## config.mk

```make
export PLATFORM = sky130hd
export DESIGN_NAME = gke_lane
export DESIGN_NICKNAME = d
export VERILOG_FILES = /design/src/hw/rtl/gaussian_kernel_evaluator_core_macros.svh /design/src/hw/rtl/gke_pkg.sv /design/src/hw/rtl/gke_lane.sv
export SDC_FILE = /design/constraint.sdc
export NUM_CORES = 2
export LEC_CHECK = 0
export BUFFER_PORTS_ARGS = -buffer_cell sky130_fd_sc_hd__buf_2
export CAP_MARGIN = 20
export CORE_MARGIN = 5
export CORE_UTILIZATION = 51
export DETAILED_ROUTE_END_ITERATION = 6
export PLACE_DENSITY_LB_ADDON = 0.3
export SYNTH_ARGS = -nofsm -noshare
export SYNTH_HDL_FRONTEND = slang
export SYNTH_SLANG_ARGS = --single-unit
```

## constraint.sdc

```tcl
create_clock -name clock -period 12.2 [get_ports clock]
set_input_delay 2.44 -clock clock [delete_from_list [all_inputs] [get_ports clock]]
set_output_delay 2.44 -clock clock [all_outputs]
set_load 0.02 [all_outputs]
```

## src/hw/rtl/gaussian_kernel_evaluator_core_macros.svh

```systemverilog
// Assertion macros shared by the Gaussian kernel evaluator RTL.
`ifndef GAUSSIAN_KERNEL_EVALUATOR_CORE_MACROS_SVH
`define GAUSSIAN_KERNEL_EVALUATOR_CORE_MACROS_SVH
`ifndef SYNTHESIS
`define GKE_ASSERT_IMPLIES(label, ante, cons) \
   label: assert property (@(posedge clock) disable iff (reset) (ante) |-> (cons)) \
      else $error("gke assertion failed");
`define GKE_ASSERT_NEXT(label, ante, cons) \
   label: assert property (@(posedge clock) disable iff (reset) (ante) |=> (cons)) \
      else $error("gke assertion failed");
`else
`define GKE_ASSERT_IMPLIES(label, ante, cons)
`define GKE_ASSERT_NEXT(label, ante, cons)
`endif
`endif

```

## src/hw/rtl/gke_pkg.sv

```systemverilog
`timescale 1ns / 1ps
package gke_pkg;

   localparam int COORD_BITS  = 16;
   localparam int CENTER_BITS = 16;
   localparam int DIFF_BITS   = ((COORD_BITS > CENTER_BITS) ? COORD_BITS : CENTER_BITS) + 1;
   localparam int MAG_BITS    = 15;
   localparam int SQ_BITS     = 2 * MAG_BITS;
   localparam int TERM_BITS   = 30;
   localparam int SUM_BITS    = TERM_BITS + 2;
   localparam int AXES        = 4;
   localparam int DATA_BITS   = 32;

   localparam logic [TERM_BITS-1:0] EXP_CAP_Q24 = 30'h2000_0000;

   localparam int          Y_BITS    = 31;
   localparam logic [30:0] LOG2E_Q30 = 31'd1549082005;
   localparam logic [31:0] LN2_Q32   = 32'd2977044472;

   localparam int EXP_TABLE_ENTRIES = 64;
   localparam int TABLE_BITS        = $clog2(EXP_TABLE_ENTRIES);
   localparam int REM_BITS          = 24 - TABLE_BITS;
   localparam int A_BITS            = 32 - TABLE_BITS;
   localparam int FRAC_BITS         = 31;
   localparam int MANT_BITS         = 31;
   localparam int P_BITS            = 33;
   localparam int SHIFT_BITS        = 6;
   localparam int N_BITS            = Y_BITS - 24;

   localparam logic [N_BITS-1:0] UNDERFLOW_N = 7'd34;

   localparam int STG_MAG    = 0;
   localparam int STG_SQ     = 1;
   localparam int STG_TERM   = 2;
   localparam int STG_SUM    = 3;
   localparam int STG_Y      = 4;
   localparam int STG_POLY   = 5;
   localparam int STG_CORR   = 6;
   localparam int STG_MANT   = 7;
   localparam int STG_SCALE  = 8;
   localparam int STG_OUT    = 9;
   localparam int NUM_STAGES = 10;

   typedef enum logic [2:0] {
      CSR_AXIS_COUNT,
      CSR_NORM_FACTOR,
      CSR_WEIGHT_X,
      CSR_WEIGHT_Y,
      CSR_WEIGHT_Z,
      CSR_WEIGHT_T,
      CSR_CENTER_XY,
      CSR_CENTER_ZT
   } csr_index_type;

   typedef struct packed {
      logic signed [COORD_BITS-1:0] coord_x;
      logic signed [COORD_BITS-1:0] coord_y;
      logic signed [COORD_BITS-1:0] coord_z;
      logic signed [COORD_BITS-1:0] coord_t;
   } req_payload_type;

   typedef struct packed {
      logic [DATA_BITS-1:0] kernel_value;
      logic                 saturated;
   } rsp_payload_type;

   typedef struct packed {
      logic [2:0]                             axis_count;
      logic [DATA_BITS-1:0]                   norm_factor;
      logic [AXES-1:0][DATA_BITS-1:0]         weight;
      logic [AXES-1:0][CENTER_BITS-1:0]       center;
   } cfg_type;

   localparam cfg_type CFG_RESET = '{
      axis_count:  3'd1,
      norm_factor: 32'd6693092,
      weight:      {AXES{32'd32768}},
      center:      '0
   };

   typedef struct packed {
      logic [NUM_STAGES-1:0] load;
   } pipe_ctrl_type;

   typedef logic [EXP_TABLE_ENTRIES-1:0][FRAC_BITS-1:0] frac_table_type;

   // Entry k holds 2^(-k/N) in Q.30, evaluated from a series through the t^20 term in Q.32.
   function automatic frac_table_type build_frac_table();
      frac_table_type tbl;
      logic [63:0]    t;
      logic [63:0]    term;
      logic [63:0]    pos;
      logic [63:0]    neg;
      for (int unsigned k = 0; k < EXP_TABLE_ENTRIES; k++) begin
         t    = (64'(k) * 64'(LN2_Q32)) / EXP_TABLE_ENTRIES;
         term = 64'd1 << 32;
         pos  = term;
         neg  = '0;
         for (int unsigned i = 1; i <= 20; i++) begin
            term = ((term * t) >> 32) / 64'(i);
            if (i[0]) begin
               neg = neg + term;
            end else begin
               pos = pos + term;
            end
         end
         tbl[k] = FRAC_BITS'(((pos - neg) + 64'd2) >> 2);
      end
      return tbl;
   endfunction

   localparam frac_table_type FRAC_TABLE = build_frac_table();

endpackage

```

## src/hw/rtl/gke_lane.sv

```systemverilog
`timescale 1ns / 1ps
module gke_lane import gke_pkg::*; (
   input  logic                         clock,
   input  pipe_ctrl_type                ctrl,
   input  logic signed [COORD_BITS-1:0] coord,
   input  logic [CENTER_BITS-1:0]       center,
   input  logic [DATA_BITS-1:0]         weight,
   output logic [TERM_BITS-1:0]         term
);

   logic signed [DIFF_BITS-1:0]         diff;
   logic [DIFF_BITS-1:0]                mag;
   logic [MAG_BITS-1:0]                 mag_in;
   logic [MAG_BITS-1:0]                 mag_ff;
   logic                                big_in;
   logic                                big_ff;
   logic [SQ_BITS-1:0]                  sq_in;
   logic [SQ_BITS-1:0]                  sq_ff;
   logic                                big_sq_ff;
   logic [SQ_BITS+TERM_BITS-1:0]        prod;
   logic                                w_hi;
   logic [TERM_BITS-1:0]                term_in;
   logic [TERM_BITS-1:0]                term_ff;

   always_comb begin
      diff   = DIFF_BITS'(coord) - DIFF_BITS'($signed(center));
      mag    = diff[DIFF_BITS-1] ? DIFF_BITS'(-diff) : DIFF_BITS'(diff);
      mag_in = mag[MAG_BITS-1:0];
      big_in = |mag[DIFF_BITS-1:MAG_BITS];
   end

   assign sq_in = SQ_BITS'(mag_ff) * SQ_BITS'(mag_ff);

   // An offset of 2^15 lsb or more squares to at least 2^30, which exceeds the cap
   // for any nonzero weight, as does any weight of 2^30 or more.
   always_comb begin
      w_hi = |weight[DATA_BITS-1:TERM_BITS];
      prod = (SQ_BITS+TERM_BITS)'(sq_ff) * (SQ_BITS+TERM_BITS)'(weight[TERM_BITS-1:0]);
      if ((weight == '0) || ((sq_ff == '0) && !big_sq_ff)) begin
         term_in = '0;
      end else if (big_sq_ff || w_hi) begin
         term_in = EXP_CAP_Q24;
      end else if (prod > (SQ_BITS+TERM_BITS)'(EXP_CAP_Q24)) begin
         term_in = EXP_CAP_Q24;
      end else begin
         term_in = prod[TERM_BITS-1:0];
      end
   end

   always_ff @(posedge clock) begin
      if (ctrl.load[STG_MAG]) begin
         mag_ff <= mag_in;
         big_ff <= big_in;
      end
      if (ctrl.load[STG_SQ]) begin
         sq_ff     <= sq_in;
         big_sq_ff <= big_ff;
      end
      if (ctrl.load[STG_TERM]) begin
         term_ff <= term_in;
      end
   end

   assign term = term_ff;

endmodule

```

======== Yosys cells after proc, flatten, opt, wreduce, memory -nomap -nowiden ========
Cells that the tools add are included.
storage, ports and cells
  logic and storage cells ................. 23
  memory bits (read-only) ................. 0
  memory bits (writable) .................. 0
  output and inout port bits .............. 30
  bits in registers ....................... 77
  bits of input ports ..................... 75
  memories ................................ 0
  bits in latches ......................... 0
operators by class
  bitwise gates (word level) .............. 0
  reductions and logical operators ........ 9
  muxes and demuxes ....................... 3
  $mul .................................... 2
  magnitude comparators ................... 1
  add/subtract/negate cells ............... 2
  div/mod/pow operators ................... 0
  shifts and indexed selects .............. 0
  eq/ne operators ......................... 0
operators with widths
  cell                                                             number
  greater-than comparator 60 x 30 -> 1 bit, second input constant  1
  multiplier 30 x 30 -> 60 bit                                     1
  2-to-1 mux 30 bit                                                2
  logical NOT 32 bit                                               1
  logical NOT 30 bit                                               1
  multiplier 15 x 15 -> 30 bit                                     1
  2-to-1 mux 17 bit                                                1
  negator 17 bit                                                   1
  subtractor 16 x 16 -> 17 bit                                     1
  OR reduction 2 bit                                               2
  OR reduction 3 bit                                               1
  logical OR 1 bit                                                 2
  logical AND 1 bit                                                1
  logical NOT 1 bit                                                1

======== Longest topological paths before layout ========
  depth after elaboration ................. 4
  depth in mapped cells ................... 32
  depth with buffers taken out ............ 28

======== Worst setup path after synthesis ========
No wires, ideal clock.
  path type ............................... input -> register
  from .................................... in weight[5]
  to ...................................... reg term_ff[29] (netlist: term[29]) (data pin)
  library setup time ...................... 259 ps
  data required time ...................... 11,941 ps
  slack ................................... 2,069 ps
  cell stages on the path ................. 30
  buffers on the path ..................... 4
  data arrival time ....................... 9,872 ps
  cell sequence ........................... clkbuf_1 clkbuf_1 and2_1 fa_1 fa_1 fa_1 inv_1 fa_1 inv_1 fa_1 inv_1 fa_1 inv_1 fa_1 inv_1 fa_1 inv_1 ha_1 buf_2 a21oi_1 o21ai_0 a21oi_1 or4_1 o31a_1 o31a_1 mux2i_1 nor4_2 o2111ai_2 buf_6 o31a_1
between the ends
  longest elaborated chain between the ends .. 4
  elaborated cells between the ends (all ways) .. 6
  classes of those cells .................. mul (1); order compare (1); mux (2); reduce/logical (2)
RTL lines
  what                                      line            text
  start: declaration                        gke_lane.sv:7   input logic [DATA_BITS-1:0] weight,
  multiplier 30 x 30 -> 60 bit              gke_lane.sv:38  prod = (SQ_BITS+TERM_BITS)'(sq_ff) * (SQ_BITS+TERM_BITS)'(weight[TERM_BITS-1:0]);
  greater-than comparator 60 x 30 -> 1 bit  gke_lane.sv:43  end else if (prod > (SQ_BITS+TERM_BITS)'(EXP_CAP_Q24)) begin
  2-to-1 mux 30 bit                         gke_lane.sv:43
  2-to-1 mux 30 bit                         gke_lane.sv:41  end else if (big_sq_ff || w_hi) begin
  end signal: assignment                    gke_lane.sv:60  term_ff <= term_in;
  end: declaration                          gke_lane.sv:23  logic [TERM_BITS-1:0] term_ff;
Parallel ways exist; a longest one is shown, timed or not.
A chain may end at the register's enable or synchronous reset.

======== Worst setup path after layout ========
  from .................................... in weight[6]
  to ...................................... reg term_ff[29] (netlist: term[29]) (data pin)
The elaborated chain is that of the path after synthesis.

==> impl_results.md <==
- Detailed Place HPWL: 85300 µm
- Via count: 30600
- Total grt overflow: 0
- YS warnings: 0
- Die area: 86100 µm²
- Area after DPL: 42200 µm²
- Final-report setup violation count: 0
- Worst Tran Pin Value: 1.17 ns
- Hold crit path type: flip-flop to flip-flop
- # nets final: slightly below 6000
- Number of synthesized flops with an enable pin: 76
- Slew margin rel.: between 20% and 30%
- RR Startpoint: sq_ff[16]
- Initial DRC Count: 1951
- Drt first pass iters: 5
- Core ar.: 80000 µm²
- Crit path arrival time: approximately 11 ns
- # H-tree levels: 3
- Drt wl/cell: 19.2 µm
- Initial antenna violation count: 9
- Critical path required time: 12.31 ns
- Gr usage total: around a quarter
- FF-to-FF End: term[29]
- Hold Violations, Final: 0
- Max Clk Rate: 90.3 MHz
- # hold bufs at CTS: 0
- Final instance area: about 43000 µm²
- Post-synthesis sequential area ratio: roughly 5.6%
- Synthesis-stage register bit count: 76
- Dpl ws: 0.822 ns
- Die Ht: 293 µm
- # IOs: 105
- FF-to-FF setup slack: 2.69 ns
- First-pass GRT wire length: 176000 µm
- Area fraction of the dominant cell type after synthesis: 44.3%
- CTS sink count: 76
- Post-Synthesis Cells: 4514
- Synth top area cells: fa_1, ha_1, inv_1
- Unrepaired setup endpoints after global routing: false
- Setup_tns: 0 ns
- Worst setup SP type: input pin
- Clock Latency Late Sink: 0.36 ns
- Largest net degree at the start of global routing: 32
- Largest area contributor in the netlist: fa_1
- CTS Root Cell: clkbuf_16
- Clock slew at reported path FFs: about 0.060 ns
- Layout cells sized above 1: roughly 5.7%
- Distinct cells, synth: 97
- WS Path Type: input pin to flip-flop
- Worst Slack Setup Final: roughly 1.1 ns
- Starting Density: 51.2%
- Cells on worst reg2reg path: 26
- Die width: 293 µm
- Worst Path Max Fanout: 30
- Row cnt: 104
- Ys flop type: edfxtp_1
- GP Congestion: between 1 and 1.5
- CP dominant cell by count: fa_1
- Number of global-route vias before repair: 32800
- Drt drc: 0
- Area grow syn2layout: 3.82%
- CP endpoint kind: flip-flop
- Status: complete, no violations
- Routed wire length: 106000 µm
- Routed Antenna Nets: 0
- Async SR Flop Fraction: 0%
- Post-synthesis average cell area: 9.07 µm²
- Post-CTS Resized: 0
- Crit path max-delay cell type: fa_1
- CTS tree: done
- Buffers on Ports: 97
- Final Max Tran Viols: 0
- Worst Hold Path EP: big_sq_ff
- Hold Path Depth: 0
- Final period utilization: 90.7%
- CTS max path bufs: 2
- Slowest stage delay, CP: 0.61 ns
- Clk_skew: just over 0.01 ns
- Final worst path period need: about 11 ns
- Hold_sp: big_ff
- Setup repair bufs after CTS: 0
- Max-cap violation count: 0
- Num CTS Buffers: 9
- Via density per instance: 5.56
- Synth Cell Area: 41000 µm²
==> cells by family (layout without fill, tap and decap cells) <==
family                   count (synthesis)  count (layout)  synth area share (%)
multiplexers                            15              15                 0.385
XOR/XNOR                                81              81                  1.73
other                                    2              21                0.0183
AND/OR/NAND/NOR                       1414            1414                  18.1
flip-flops                              76              76                  5.57
buffers and inverters                 1235            1148                  11.5
adder cells (fa/ha/maj)               1267            1267                  55.3
AO/OA/AOI/OAI                          424             424                  7.33
==> critical path, delay by kind of cell <==
family | cells | cell delay (ns)
compound gates | 9 | 2.62
simple gates | 2 | 0.37
fa+ha+maj | 9 | 4.55
buf+inv | 7 | 1.15
==> worst max path at each step <==
stage | startpoint | endpoint | slack, ns | cells after the start
after global placement | weight[21] | term[23] | 0.84 | 25
after CTS | weight[21] | term[23] | 1.18 | 25
after global routing | weight[21] | term[23] | 0.72 | 25
after detailed placement | weight[21] | term[23] | 0.82 | 25
after floorplan | weight[5] | term[29] | 2.07 | 30
final | weight[6] | term[29] | 1.13 | 27
==> layer usage <==
metal | GRT usage [%] | part of all wire [%] | vias up
met2 | 43.7 | 50 | 882
met3 | 2.80 | 5.6 | 162
met5 | 0 | 0.038 | -
met4 | 7.04 | 2.9 | 6
li1 | - | - | 13700
met1 | 34.5 | 42 | 15900
==> placed cells by master, fill, tap and decap left out, types with 10 or more instances in the layout <==
master,instances
and2_1,517
o21ai_0,38
or2_2,15
o21a_1,32
xor2_1,32
buf_4,46
ha_1,361
nor2b_1,14
fa_1,906
o21bai_1,10
nand2_1,548
a31oi_1,20
nand3_1,26
nand4_1,45
nor2_1,101
and3_1,14
o21ai_1,15
nor3_1,32
o31ai_1,11
o2111ai_1,13
a211oi_1,16
o211ai_1,15
a21oi_1,104
a21o_1,41
conb_1,18
nor4_2,30
xnor2_1,49
edfxtp_1,76
buf_2,97
nor4_1,26
inv_1,987
==> metrics by stage <==
step                std cells  utilization, %  hold WS (ns)
global placement         5486            52.7         0.555
global route             5505            53.1         0.597
floorplan                4530               -         0.400
finish                   5506            53.1         0.577
detailed placement       5486            52.7         0.562
CTS                      5502            53.1         0.572
==> registers in the layout, indices dropped and copies added (netlist names) <==
| signal | flops |
|---|---|
| big_ff | 1 |
| sq_ff | 29 |
| term | 30 |
| big_sq_ff | 1 |
| mag_ff | 15 |
==> cell usage after synthesis (all sizes together) (10+ instances only) <==
cell type,number
o31ai,12
xnor2,49
nor3,32
clkbuf,195
nand4,45
fa,906
a211oi,18
nor4,58
and2,517
ha,361
o211ai,17
nor2b,14
nand3,27
inv,988
o21bai,10
and3,14
a21o,41
a21oi,113
o21ai,57
buf,52
edfxtp,76
a31oi,20
or2,15
o21a,33
xor2,32
nor2,101
nand2,553
o2111ai,14
==> area by class of cell <==
type,instances,area (µm²)
diodes,3,7.51
flip-flops and latches,76,2280
clock buffers,9,225
multi-input cells,3219,34000
clock inverters,7,73.8
fillers,7446,37500
well taps,1060,1330
repair buffers,144,851
inverters,988,3710
Power is left out: the tool's default activity adds up to more than one toggle a clock period on the data nets, which glitch-free logic cannot reach.
