`src/hw/rtl/gaussian_kernel_evaluator_core_macros.svh`:
```
// Assertion macros shared by the Gaussian kernel evaluator RTL.
`ifndef GAUSSIAN_KERNEL_EVALUATOR_CORE_MACROS_SVH
`define GAUSSIAN_KERNEL_EVALUATOR_CORE_MACROS_SVH
`ifndef SYNTHESIS
`define GKE_ASSERT_IMPLIES(label, ante, cons) \
   label: assert property (@(posedge clock) disable iff (reset) (ante) |-> (cons)) \
      else $error("gke assertion failed");
`define GKE_ASSERT_NEXT(label, ante, cons) \
   label: assert property (@(posedge clock) disable iff (reset) (ante) |=> (cons)) \
      else $error("gke assertion failed");
`else
`define GKE_ASSERT_IMPLIES(label, ante, cons)
`define GKE_ASSERT_NEXT(label, ante, cons)
`endif
`endif

```
`src/hw/rtl/gke_pkg.sv`:
```
`timescale 1ns / 1ps
package gke_pkg;

   localparam int COORD_BITS  = 16;
   localparam int CENTER_BITS = 16;
   localparam int DIFF_BITS   = ((COORD_BITS > CENTER_BITS) ? COORD_BITS : CENTER_BITS) + 1;
   localparam int MAG_BITS    = 15;
   localparam int SQ_BITS     = 2 * MAG_BITS;
   localparam int TERM_BITS   = 30;
   localparam int SUM_BITS    = TERM_BITS + 2;
   localparam int AXES        = 4;
   localparam int DATA_BITS   = 32;

   localparam logic [TERM_BITS-1:0] EXP_CAP_Q24 = 30'h2000_0000;

   localparam int          Y_BITS    = 31;
   localparam logic [30:0] LOG2E_Q30 = 31'd1549082005;
   localparam logic [31:0] LN2_Q32   = 32'd2977044472;

   localparam int EXP_TABLE_ENTRIES = 64;
   localparam int TABLE_BITS        = $clog2(EXP_TABLE_ENTRIES);
   localparam int REM_BITS          = 24 - TABLE_BITS;
   localparam int A_BITS            = 32 - TABLE_BITS;
   localparam int FRAC_BITS         = 31;
   localparam int MANT_BITS         = 31;
   localparam int P_BITS            = 33;
   localparam int SHIFT_BITS        = 6;
   localparam int N_BITS            = Y_BITS - 24;

   localparam logic [N_BITS-1:0] UNDERFLOW_N = 7'd34;

   localparam int STG_MAG    = 0;
   localparam int STG_SQ     = 1;
   localparam int STG_TERM   = 2;
   localparam int STG_SUM    = 3;
   localparam int STG_Y      = 4;
   localparam int STG_POLY   = 5;
   localparam int STG_CORR   = 6;
   localparam int STG_MANT   = 7;
   localparam int STG_SCALE  = 8;
   localparam int STG_OUT    = 9;
   localparam int NUM_STAGES = 10;

   typedef enum logic [2:0] {
      CSR_AXIS_COUNT,
      CSR_NORM_FACTOR,
      CSR_WEIGHT_X,
      CSR_WEIGHT_Y,
      CSR_WEIGHT_Z,
      CSR_WEIGHT_T,
      CSR_CENTER_XY,
      CSR_CENTER_ZT
   } csr_index_type;

   typedef struct packed {
      logic signed [COORD_BITS-1:0] coord_x;
      logic signed [COORD_BITS-1:0] coord_y;
      logic signed [COORD_BITS-1:0] coord_z;
      logic signed [COORD_BITS-1:0] coord_t;
   } req_payload_type;

   typedef struct packed {
      logic [DATA_BITS-1:0] kernel_value;
      logic                 saturated;
   } rsp_payload_type;

   typedef struct packed {
      logic [2:0]                             axis_count;
      logic [DATA_BITS-1:0]                   norm_factor;
      logic [AXES-1:0][DATA_BITS-1:0]         weight;
      logic [AXES-1:0][CENTER_BITS-1:0]       center;
   } cfg_type;

   localparam cfg_type CFG_RESET = '{
      axis_count:  3'd1,
      norm_factor: 32'd6693092,
      weight:      {AXES{32'd32768}},
      center:      '0
   };

   typedef struct packed {
      logic [NUM_STAGES-1:0] load;
   } pipe_ctrl_type;

   typedef logic [EXP_TABLE_ENTRIES-1:0][FRAC_BITS-1:0] frac_table_type;

   // Entry k holds 2^(-k/N) in Q.30, evaluated from a series through the t^20 term in Q.32.
   function automatic frac_table_type build_frac_table();
      frac_table_type tbl;
      logic [63:0]    t;
      logic [63:0]    term;
      logic [63:0]    pos;
      logic [63:0]    neg;
      for (int unsigned k = 0; k < EXP_TABLE_ENTRIES; k++) begin
         t    = (64'(k) * 64'(LN2_Q32)) / EXP_TABLE_ENTRIES;
         term = 64'd1 << 32;
         pos  = term;
         neg  = '0;
         for (int unsigned i = 1; i <= 20; i++) begin
            term = ((term * t) >> 32) / 64'(i);
            if (i[0]) begin
               neg = neg + term;
            end else begin
               pos = pos + term;
            end
         end
         tbl[k] = FRAC_BITS'(((pos - neg) + 64'd2) >> 2);
      end
      return tbl;
   endfunction

   localparam frac_table_type FRAC_TABLE = build_frac_table();

endpackage

```
`src/hw/rtl/gke_merge.sv`:
```
`timescale 1ns / 1ps
module gke_merge import gke_pkg::*; (
   input  logic                             clock,
   input  pipe_ctrl_type                    ctrl,
   input  logic [2:0]                       axis_count,
   input  logic [AXES-1:0][TERM_BITS-1:0]   terms,
   output logic [TERM_BITS-1:0]             expo
);

   logic [2:0]           axes_eff;
   logic [SUM_BITS-1:0]  sum;
   logic [TERM_BITS-1:0] expo_in;
   logic [TERM_BITS-1:0] expo_ff;

   always_comb begin
      if (axis_count == 3'd0) begin
         axes_eff = 3'd1;
      end else if (axis_count > 3'(AXES)) begin
         axes_eff = 3'(AXES);
      end else begin
         axes_eff = axis_count;
      end
      sum = '0;
      for (int i = 0; i < AXES; i++) begin
         if (3'(i) < axes_eff) begin
            sum = sum + SUM_BITS'(terms[i]);
         end
      end
      expo_in = (sum > SUM_BITS'(EXP_CAP_Q24)) ? EXP_CAP_Q24 : sum[TERM_BITS-1:0];
   end

   always_ff @(posedge clock) begin
      if (ctrl.load[STG_SUM]) begin
         expo_ff <= expo_in;
      end
   end

   assign expo = expo_ff;

endmodule

```
`config.mk`:
```
export PLATFORM = sky130hd
export DESIGN_NAME = gke_merge
export DESIGN_NICKNAME = d
export VERILOG_FILES = /design/src/hw/rtl/gaussian_kernel_evaluator_core_macros.svh /design/src/hw/rtl/gke_pkg.sv /design/src/hw/rtl/gke_merge.sv
export SDC_FILE = /design/constraint.sdc
export NUM_CORES = 1
export LEC_CHECK = 0
export BUFFER_PORTS_ARGS = -buffer_cell sky130_fd_sc_hd__clkbuf_2
export CORE_MARGIN = 1.5
export CORE_UTILIZATION = 55
export DETAILED_ROUTE_END_ITERATION = 10
export PLACE_DENSITY = 0.78
export SYNTH_ARGS = -nofsm -noshare
export SYNTH_HDL_FRONTEND = slang
export SYNTH_SLANG_ARGS = --single-unit
```
`constraint.sdc`:
```
create_clock -name clock -period 9.8 [get_ports clock]
set_input_delay 0 -clock clock [delete_from_list [all_inputs] [get_ports clock]]
set_output_delay 0 -clock clock [all_outputs]
set_load 0.01 [all_outputs]
```
# Word-level counts from Yosys, hierarchy flattened
# Index checks and enable logic that the tools add are counted.
[op_classes] n_addsub=3 magnitude_cmp=6 mux=6 n_reduce_logical=1
[op_table] operator="$add 32x30->32" n=3
[op_table] operator="$mux 32" n=3
[op_table] operator="$gt 32x30->1 const B" n=1
[op_table] operator="$mux 30" n=1
[op_table] operator="$lt 1x3->1 const A" n=2
[op_table] operator="$lt 2x3->1 const A" n=2
[op_table] operator="$mux 3" n=2
[op_table] operator="$gt 3x3->1 const B" n=1
[op_table] operator="$logic_not 3->1" n=1
[word_totals] register_bits=30 inputBits=134 out_inout_bits=30 word_cells=17

# Depth between registers and ports, before layout
# Gate-level depths: netlist of run 1.
[logic_depth] depth_word=12 depth_mapped=32 mapped_depth_nobuf=28

# Worst setup path after synthesis of run 1
# Ideal clock, no wire load.
[synth_timing] path_kind="input-to-reg" from="in axis_count[1]" to="reg expo_ff[22], in the netlist expo[22], data pin" setup_ns=0.160 t_arrival_ns=6.690 required_time_ns=9.640 setup_slack_ns=2.949 cell_stages=32 path_buffers=8 path_cell_list="clkbuf_1 -> nor2_1 -> clkbuf_1 -> clkbuf_1 -> buf_1 -> clkbuf_1 -> clkbuf_1 -> nand2_1 -> nand2_1 -> ha_1 -> inv_1 -> fa_1 -> nand2b_1 -> a21oi_1 -> o21ai_1 -> o31ai_1 -> xnor2_1 -> o21ai_0 -> ha_1 -> clkbuf_1 -> nand4_1 -> a2111oi_0 -> and2_1 -> o21ai_0 -> nand3_1 -> o31ai_1 -> a2111oi_0 -> or4b_4 -> nor4_4 -> a31oi_4 -> buf_6 -> a211oi_2"
[synth_via] elab_chain_len=12 elab_cells_between_ends=16 classes_between="add/sub (3); order compare (6); mux (6); reduce/logical (1)"
[synth_lines] item="start, declared" line="gke_merge.sv:5" rtl="input logic [2:0] axis_count,"
[synth_lines] item="$gt 3x3->1" line="gke_merge.sv:18" rtl="end else if (axis_count > 3'(AXES)) begin"
[synth_lines] item="$mux 3" line="gke_merge.sv:18"
[synth_lines] item="$mux 3 (*)" line="gke_merge.sv:16" rtl="if (axis_count == 3'd0) begin"
[synth_lines] item="$lt 1x3->1" line="gke_merge.sv:25" rtl="if (3'(i) < axes_eff) begin"
[synth_lines] item="$mux 30" line="gke_merge.sv:25"
[synth_lines] item="$add 32x30->32" line="gke_merge.sv:26" rtl="sum = sum + SUM_BITS'(terms[i]);"
[synth_lines] item="$mux 32" line="gke_merge.sv:25"
[synth_lines] item="$add 32x30->32" line="gke_merge.sv:26"
[synth_lines] item="$mux 32" line="gke_merge.sv:25"
[synth_lines] item="$add 32x30->32" line="gke_merge.sv:26"
[synth_lines] item="$mux 32 (*)" line="gke_merge.sv:25"
[synth_lines] item="$gt 32x30->1" line="gke_merge.sv:29" rtl="expo_in = (sum > SUM_BITS'(EXP_CAP_Q24)) ? EXP_CAP_Q24 : sum[TERM_BITS-1:0];"
[synth_lines] item="end signal, assigned" line="gke_merge.sv:34" rtl="expo_ff <= expo_in;"
[synth_lines] item="end, declared" line="gke_merge.sv:13" rtl="logic [TERM_BITS-1:0] expo_ff;"
# Every way passes the cells marked *; elsewhere a longest branch is shown, timed or not.
# A chain may end at the register's enable or synchronous reset.

# Final worst setup path of run 1
[layout_timing] from="in terms[7] (netlist name)" to="reg expo_ff[11], in the netlist expo[11], data pin"
[layout_via] elab_chain_len=8
[layout_lines] item="start, declared" line="gke_merge.sv:6" rtl="input logic [AXES-1:0][TERM_BITS-1:0] terms,"
[layout_lines] item="$mux 30 (*)" line="gke_merge.sv:25"
[layout_lines] item="$add 32x30->32" line="gke_merge.sv:26"
[layout_lines] item="$mux 32 (*)" line="gke_merge.sv:25"
[layout_lines] item="$add 32x30->32" line="gke_merge.sv:26"
[layout_lines] item="$mux 32 (*)" line="gke_merge.sv:25"
[layout_lines] item="$add 32x30->32" line="gke_merge.sv:26"
[layout_lines] item="$mux 32 (*)" line="gke_merge.sv:25"
[layout_lines] item="$gt 32x30->1" line="gke_merge.sv:29"
# Marks and branches as above.

==> results.ini, run 1 <==
[final_layout]
num-fill-cells=1465
fin_util=0.613
stdcell_count=1452
ff_latch_area_um2=901
drive_gt1_frac=0.174
nNetsFinal=1488
area_growth_syn_to_layout_pct=10.1
largest_reg_flops=30
diodes=0
design_area_um2=9260
multiInputGateArea_um2=7040

[synth]
syn_avg_cell_area_um2=7.10
synth-xor-area-share=0.0667
synth_simple_gate_area_share=0.264
yosysMostFrequentCell=nand2_1
synth_top_area_share=0.132
synth_commonest_cells=nand2_1, a21oi_1, nor2_1
synth_mux_area_frac=0.0295
synth_edf_count=30
netlist_area_um2=8410
synth_seq_cells=30
synth_flop_cell=edfxtp_1
async_flop_share=0
synth_cells=1184
ys_top_cells_by_area=ha_1, edfxtp_1, a21oi_1
seq_area_frac_synth=0.107
yosys.area.top_type=ha_1
synth_nets=1409
synth_cell_types=92
synth-warning-count=0
synth_adder_area_share=0.140
synth_compound_area_frac=0.336
synth_top_family_by_area=compound AO/OA/AOI/OAI gates

[floorplan]
die_h_um=127
coreArea_um2=15100
floorplan.rows=45
die_w_um=127
dieArea_um2=16000
pin_count=164
start_util=0.557

[routing]
firstDrtPassIters=5
drc=0
ant_nets=0
viasPerCell=6.43
dr.first_iter.drc_count=887
vias=9342
drt-total-wl_um=26200
routedWlPerCell_um=18.1

[worst_setup_path]
slowest_delay_ns=0.78
arrival_ns=8.11
worstSetupStartpointType=input pin
crit_type=input pin to flip-flop
crit_fanout=23
cp_common_cell=ha_1
cp.required_ns=9.88
cp-end-kind=flip-flop
cp_slowest_cell=a2111oi_0

[clocking]
post_cts_buffers=0
cts_buffers=5
ctsHoldBuffers=0
clockRootBuffer=clkbuf_16
path_clk_slew_ns=0.05
cts_tree=yes
cts_sinks=30
htree_levels=2
cts.repair.resized=0
clock_path_buffers=2

[sta]
min_period_over_period=0.820
rsz0062_at_grt=false
hold_violations=0
tns_ns=0
setup_viol=0
worst_slew_pin_slew_ns=1.01
clock.fmax_mhz=124
slew_headroom=0.309
slew_violations=0
fin_crit_ns=8.03
fin_ws_ns=1.77

[power_and_ir_drop]
powerDensity_nw_per_um2=175
power_frac_seq=0.117
peakVddDrop_uv=115
clockPowerShare=0.088
p_sw_mw=0.839
p_int_mw=0.779
swShare=0.518
p_leak_nw=4.04
combPwrFrac=0.795

[placement]
io_buffers=154
dpl-instance-area_um2=9110
gp_congestion=0.971
dp_hpwl_um=21300
dp_slack_ns=1.76
dp.cells=1444

[outcome]
status=complete, no violations

[global_routing]
grt_usage=0.316
grt_max_degree=57
grt_pass1_vias=8109
gr-total-overflow=0
grt_pass1_wl_um=41100
antenna_found_initial=0

[flow_run]
maxCapViolCount=0

[min_path]
min_path_type=input pin to flip-flop

==> routing by layer <==
| layer | routed length, µm | up-vias | global-route usage |
|---|---|---|---|
| met5 | 0 | - | 0 |
| met4 | 585 | 0 | 0.0886 |
| met3 | 2370 | 44 | 0.0287 |
| met2 | 11200 | 447 | 0.490 |
| met1 | 12100 | 4231 | 0.465 |
| li1 | - | 4620 | - |
==> logic make-up (layout without fill, tap and decap cells) <==
logic type,Yosys count,count (layout)
buffers and inverters,119,199
XOR/XNOR,64,64
adder cells (fa/ha/maj),93,93
AND/OR/NAND/NOR,426,426
AO/OA/AOI/OAI,428,428
multiplexers,24,24
flip-flops,30,30
==> critical path, delay by kind of cell <==
kind	cells	cell delay, ns
adders and majority gates	3	1.17
and+or+nand+nor	10	2.39
buffers and inverters	1	0.10
AOI/OAI and AO/OA	13	4.20
xor gates and xnor gates	1	0.21
==> area by class of cell <==
cell class | instances | area share
Timing Repair Buffer | 161 | 0.0889
Clock inverter | 3 | 0.00176
Sequential cell | 30 | 0.0973
Inverter | 30 | 0.0122
Tap cell | 188 | 0.0254
Multi-Input combinational cell | 1035 | 0.761
Clock buffer | 5 | 0.0135
==> stage by stage <==
| stage | power [mW] | hold slack (ns) |
|---|---|---|
| 2_1_floorplan | 1.16 | 0.112 |
| 3_3_place_gp | 1.43 | 0.415 |
| 3_5_place_dp | 1.44 | 0.417 |
| 4_1_cts | 1.59 | 0.245 |
| 5_1_grt | 1.75 | 0.295 |
| 6_report | 1.62 | 0.241 |
==> power groups by stage <==
stage / sequential [mW] / clock, mW / combinational, mW
floorplan: 0.207 / 0 / 0.950
global placement: 0.190 / 0 / 1.24
detailed placement: 0.192 / 0 / 1.25
CTS: 0.189 / 0.144 / 1.26
global route: 0.192 / 0.150 / 1.41
finish: 0.189 / 0.142 / 1.29
==> cells in the final DEF, fill, tap and decap left out, drive strengths merged, types with 5 or more instances in the layout <==
cell type,synthesis,layout
a2111oi,5,5
a211oi,21,21
a21boi,7,7
a21o,34,34
a21oi,111,111
a22oi,6,6
a31oi,19,19
a41oi,6,6
and2,10,10
and3,11,11
buf,12,7
clkbuf,77,159
edfxtp,30,30
ha,89,89
inv,29,29
mux2,6,6
mux2i,18,18
nand2,135,135
nand2b,24,24
nand3,29,29
nand4,27,27
nor2,92,92
nor2b,7,7
nor3,30,30
nor3b,11,11
nor4,8,8
o2111ai,7,7
o211ai,27,27
o21a,23,23
o21ai,93,93
o22ai,7,7
o31ai,13,13
o41ai,5,5
or2,10,10
or3,12,12
xnor2,43,43
xor2,21,21
==> final timing paths <==
check | from | cells after the start | end
max | terms[7] | 28 | expo[11]
min | terms[90] | 4 | expo[0]
No activity file was read; power rests on OpenSTA's default activity.
==> run 2, diff against run 1 <==
--- a/config.mk
+++ b/config.mk
@@ -7,7 +7,7 @@
 export LEC_CHECK = 0
 export BUFFER_PORTS_ARGS = -buffer_cell sky130_fd_sc_hd__clkbuf_2
 export CORE_MARGIN = 1.5
-export CORE_UTILIZATION = 55
+export CORE_UTILIZATION = 53
 export DETAILED_ROUTE_END_ITERATION = 10
 export PLACE_DENSITY = 0.78
 export SYNTH_ARGS = -nofsm -noshare
==> constraint.sdc (replaced) <==
create_clock -name clock -period 6.5 [get_ports clock]
set_input_delay 0 -clock clock [delete_from_list [all_inputs] [get_ports clock]]
set_output_delay 0 -clock clock [all_outputs]
set_load 0.01 [all_outputs]
==> results.ini, run 2 (same netlist as run 1, synthesis figures left out) <==
[outcome]
status=complete, no violations

[final_layout]
diodes=0
fin_util=0.747
largest_reg_flops=30
layout_commonest_cell=buf_4
final_cell_mix=buf_4, clkbuf_2, nand2_1
num-fill-cells=1245
area_growth_syn_to_layout_pct=36.5
drive_gt1_frac=0.348
design_area_um2=11500
nNetsFinal=1713
stdcell_count=1700

[flow_run]
maxCapViolCount=0

[routing]
routedWlPerCell_um=17.4
drt-total-wl_um=29500
dr.first_iter.drc_count=991
drc=0
ant_nets=0
viasPerCell=6.15
vias=10400
firstDrtPassIters=6

[power_and_ir_drop]
p_leak_nw=5.22
p_total_mw=3.10
peakVddDrop_uv=155
powerDensity_nw_per_um2=270

[worst_setup_path]
cp_slowest_cell=or4b_4
worst-path-buf-inv=6
crit_type=input pin to flip-flop
cp.required_ns=6.62
crit_fanout=8
cp-end-kind=flip-flop
arrival_ns=6.41
startpoint=terms[5]
slowest_delay_ns=0.51
worstSetupStartpointType=input pin
cpLargestDelayFamily=simple AND/OR/NAND/NOR gates
cp_common_cell=buf_4

[floorplan]
start_util=0.547
floorplan.rows=45
dieArea_um2=16600
die_h_um=129
die_w_um=129
coreArea_um2=15400
pin_count=164

[clocking]
htree_levels=2
ctsHoldBuffers=0
clockRootBuffer=clkbuf_16
cts_sinks=30
clock_path_buffers=2
path_clk_slew_ns=0.05
cts_buffers=5
cts_tree=yes

[sta]
hold_violations=0
rsz0062_at_grt=true
setup_viol=0
fin_crit_ns=6.29
slew_headroom=0.483
min_period_over_period=0.967
worst_slew_pin_slew_ns=0.772
slew_violations=0
fin_ws_ns=0.212
whs_ns=0.249
tns_ns=0
clock.fmax_mhz=159

[placement]
io_buffers=154
dpl-instance-area_um2=10700
dp_slack_ns=-0.276
dp_hpwl_um=23600
gp_congestion=1.03
dp.cells=1674

[global_routing]
gr-total-overflow=0
grt_max_degree=41
grt_usage=0.337
grt_pass1_vias=9361
antenna_found_initial=0
grt_pass1_wl_um=45300

[min_path]
hp-start=terms[90]
min_path_type=input pin to flip-flop

-- run 2: cell types whose count changed in the layout (fill, tap and decap cells not counted), moves of 4 or more --
cell,before,now
buf_4,7,227
ha_4,0,6
ha_1,89,81
a41oi_2,0,4
a41oi_1,6,2
o21ai_0,74,65
a21oi_1,110,94
a21oi_2,1,16
o31ai_1,13,9
o21ai_2,4,11
-- run 2: power by group --
group / internal (mW) / switching, mW / total [mW] / leakage, nW
clock: 0.179 / 0.0787 / 0.257 / 0.0836
combinational: 1.19 / 1.36 / 2.55 / 4.85
sequential: 0.275 / 0.0103 / 0.285 / 0.287
-- run 2: worst paths after layout --
path	end	slack (ns)	cells past startpoint
setup / recovery	expo[8]	0.21	30
hold / removal	expo[0]	0.25	4
-- run 2: metal layers --
metal / up-vias / track usage / wire length (µm)
li1: 5051 / - / -
met1: 4768 / 0.486 / 13100
met2: 547 / 0.542 / 12900
met3: 83 / 0.0162 / 2490
met4: 0 / 0.102 / 981
met5: - / 0 / 0
-- run 2: layout make-up --
cell class	count	area [µm²]	area share
Timing Repair Buffer	386	2560	0.223
Multi-Input combinational cell	1035	7470	0.651
Clock buffer	5	125	0.0109
Tap cell	211	264	0.0230
Sequential cell	30	901	0.0785
Clock inverter	3	40.0	0.00349
Inverter	30	113	0.00981
-- run 2: repair_timing --
| item | in CTS | in global routing |
|---|---|---|
| resized for setup | 1 | 96 |
| cloned | 0 | 1 |
| pin swaps | 0 | 18 |
| buffers inserted | 0 | 17 |
| endpoints found under the setup margin | 1 | 30 |
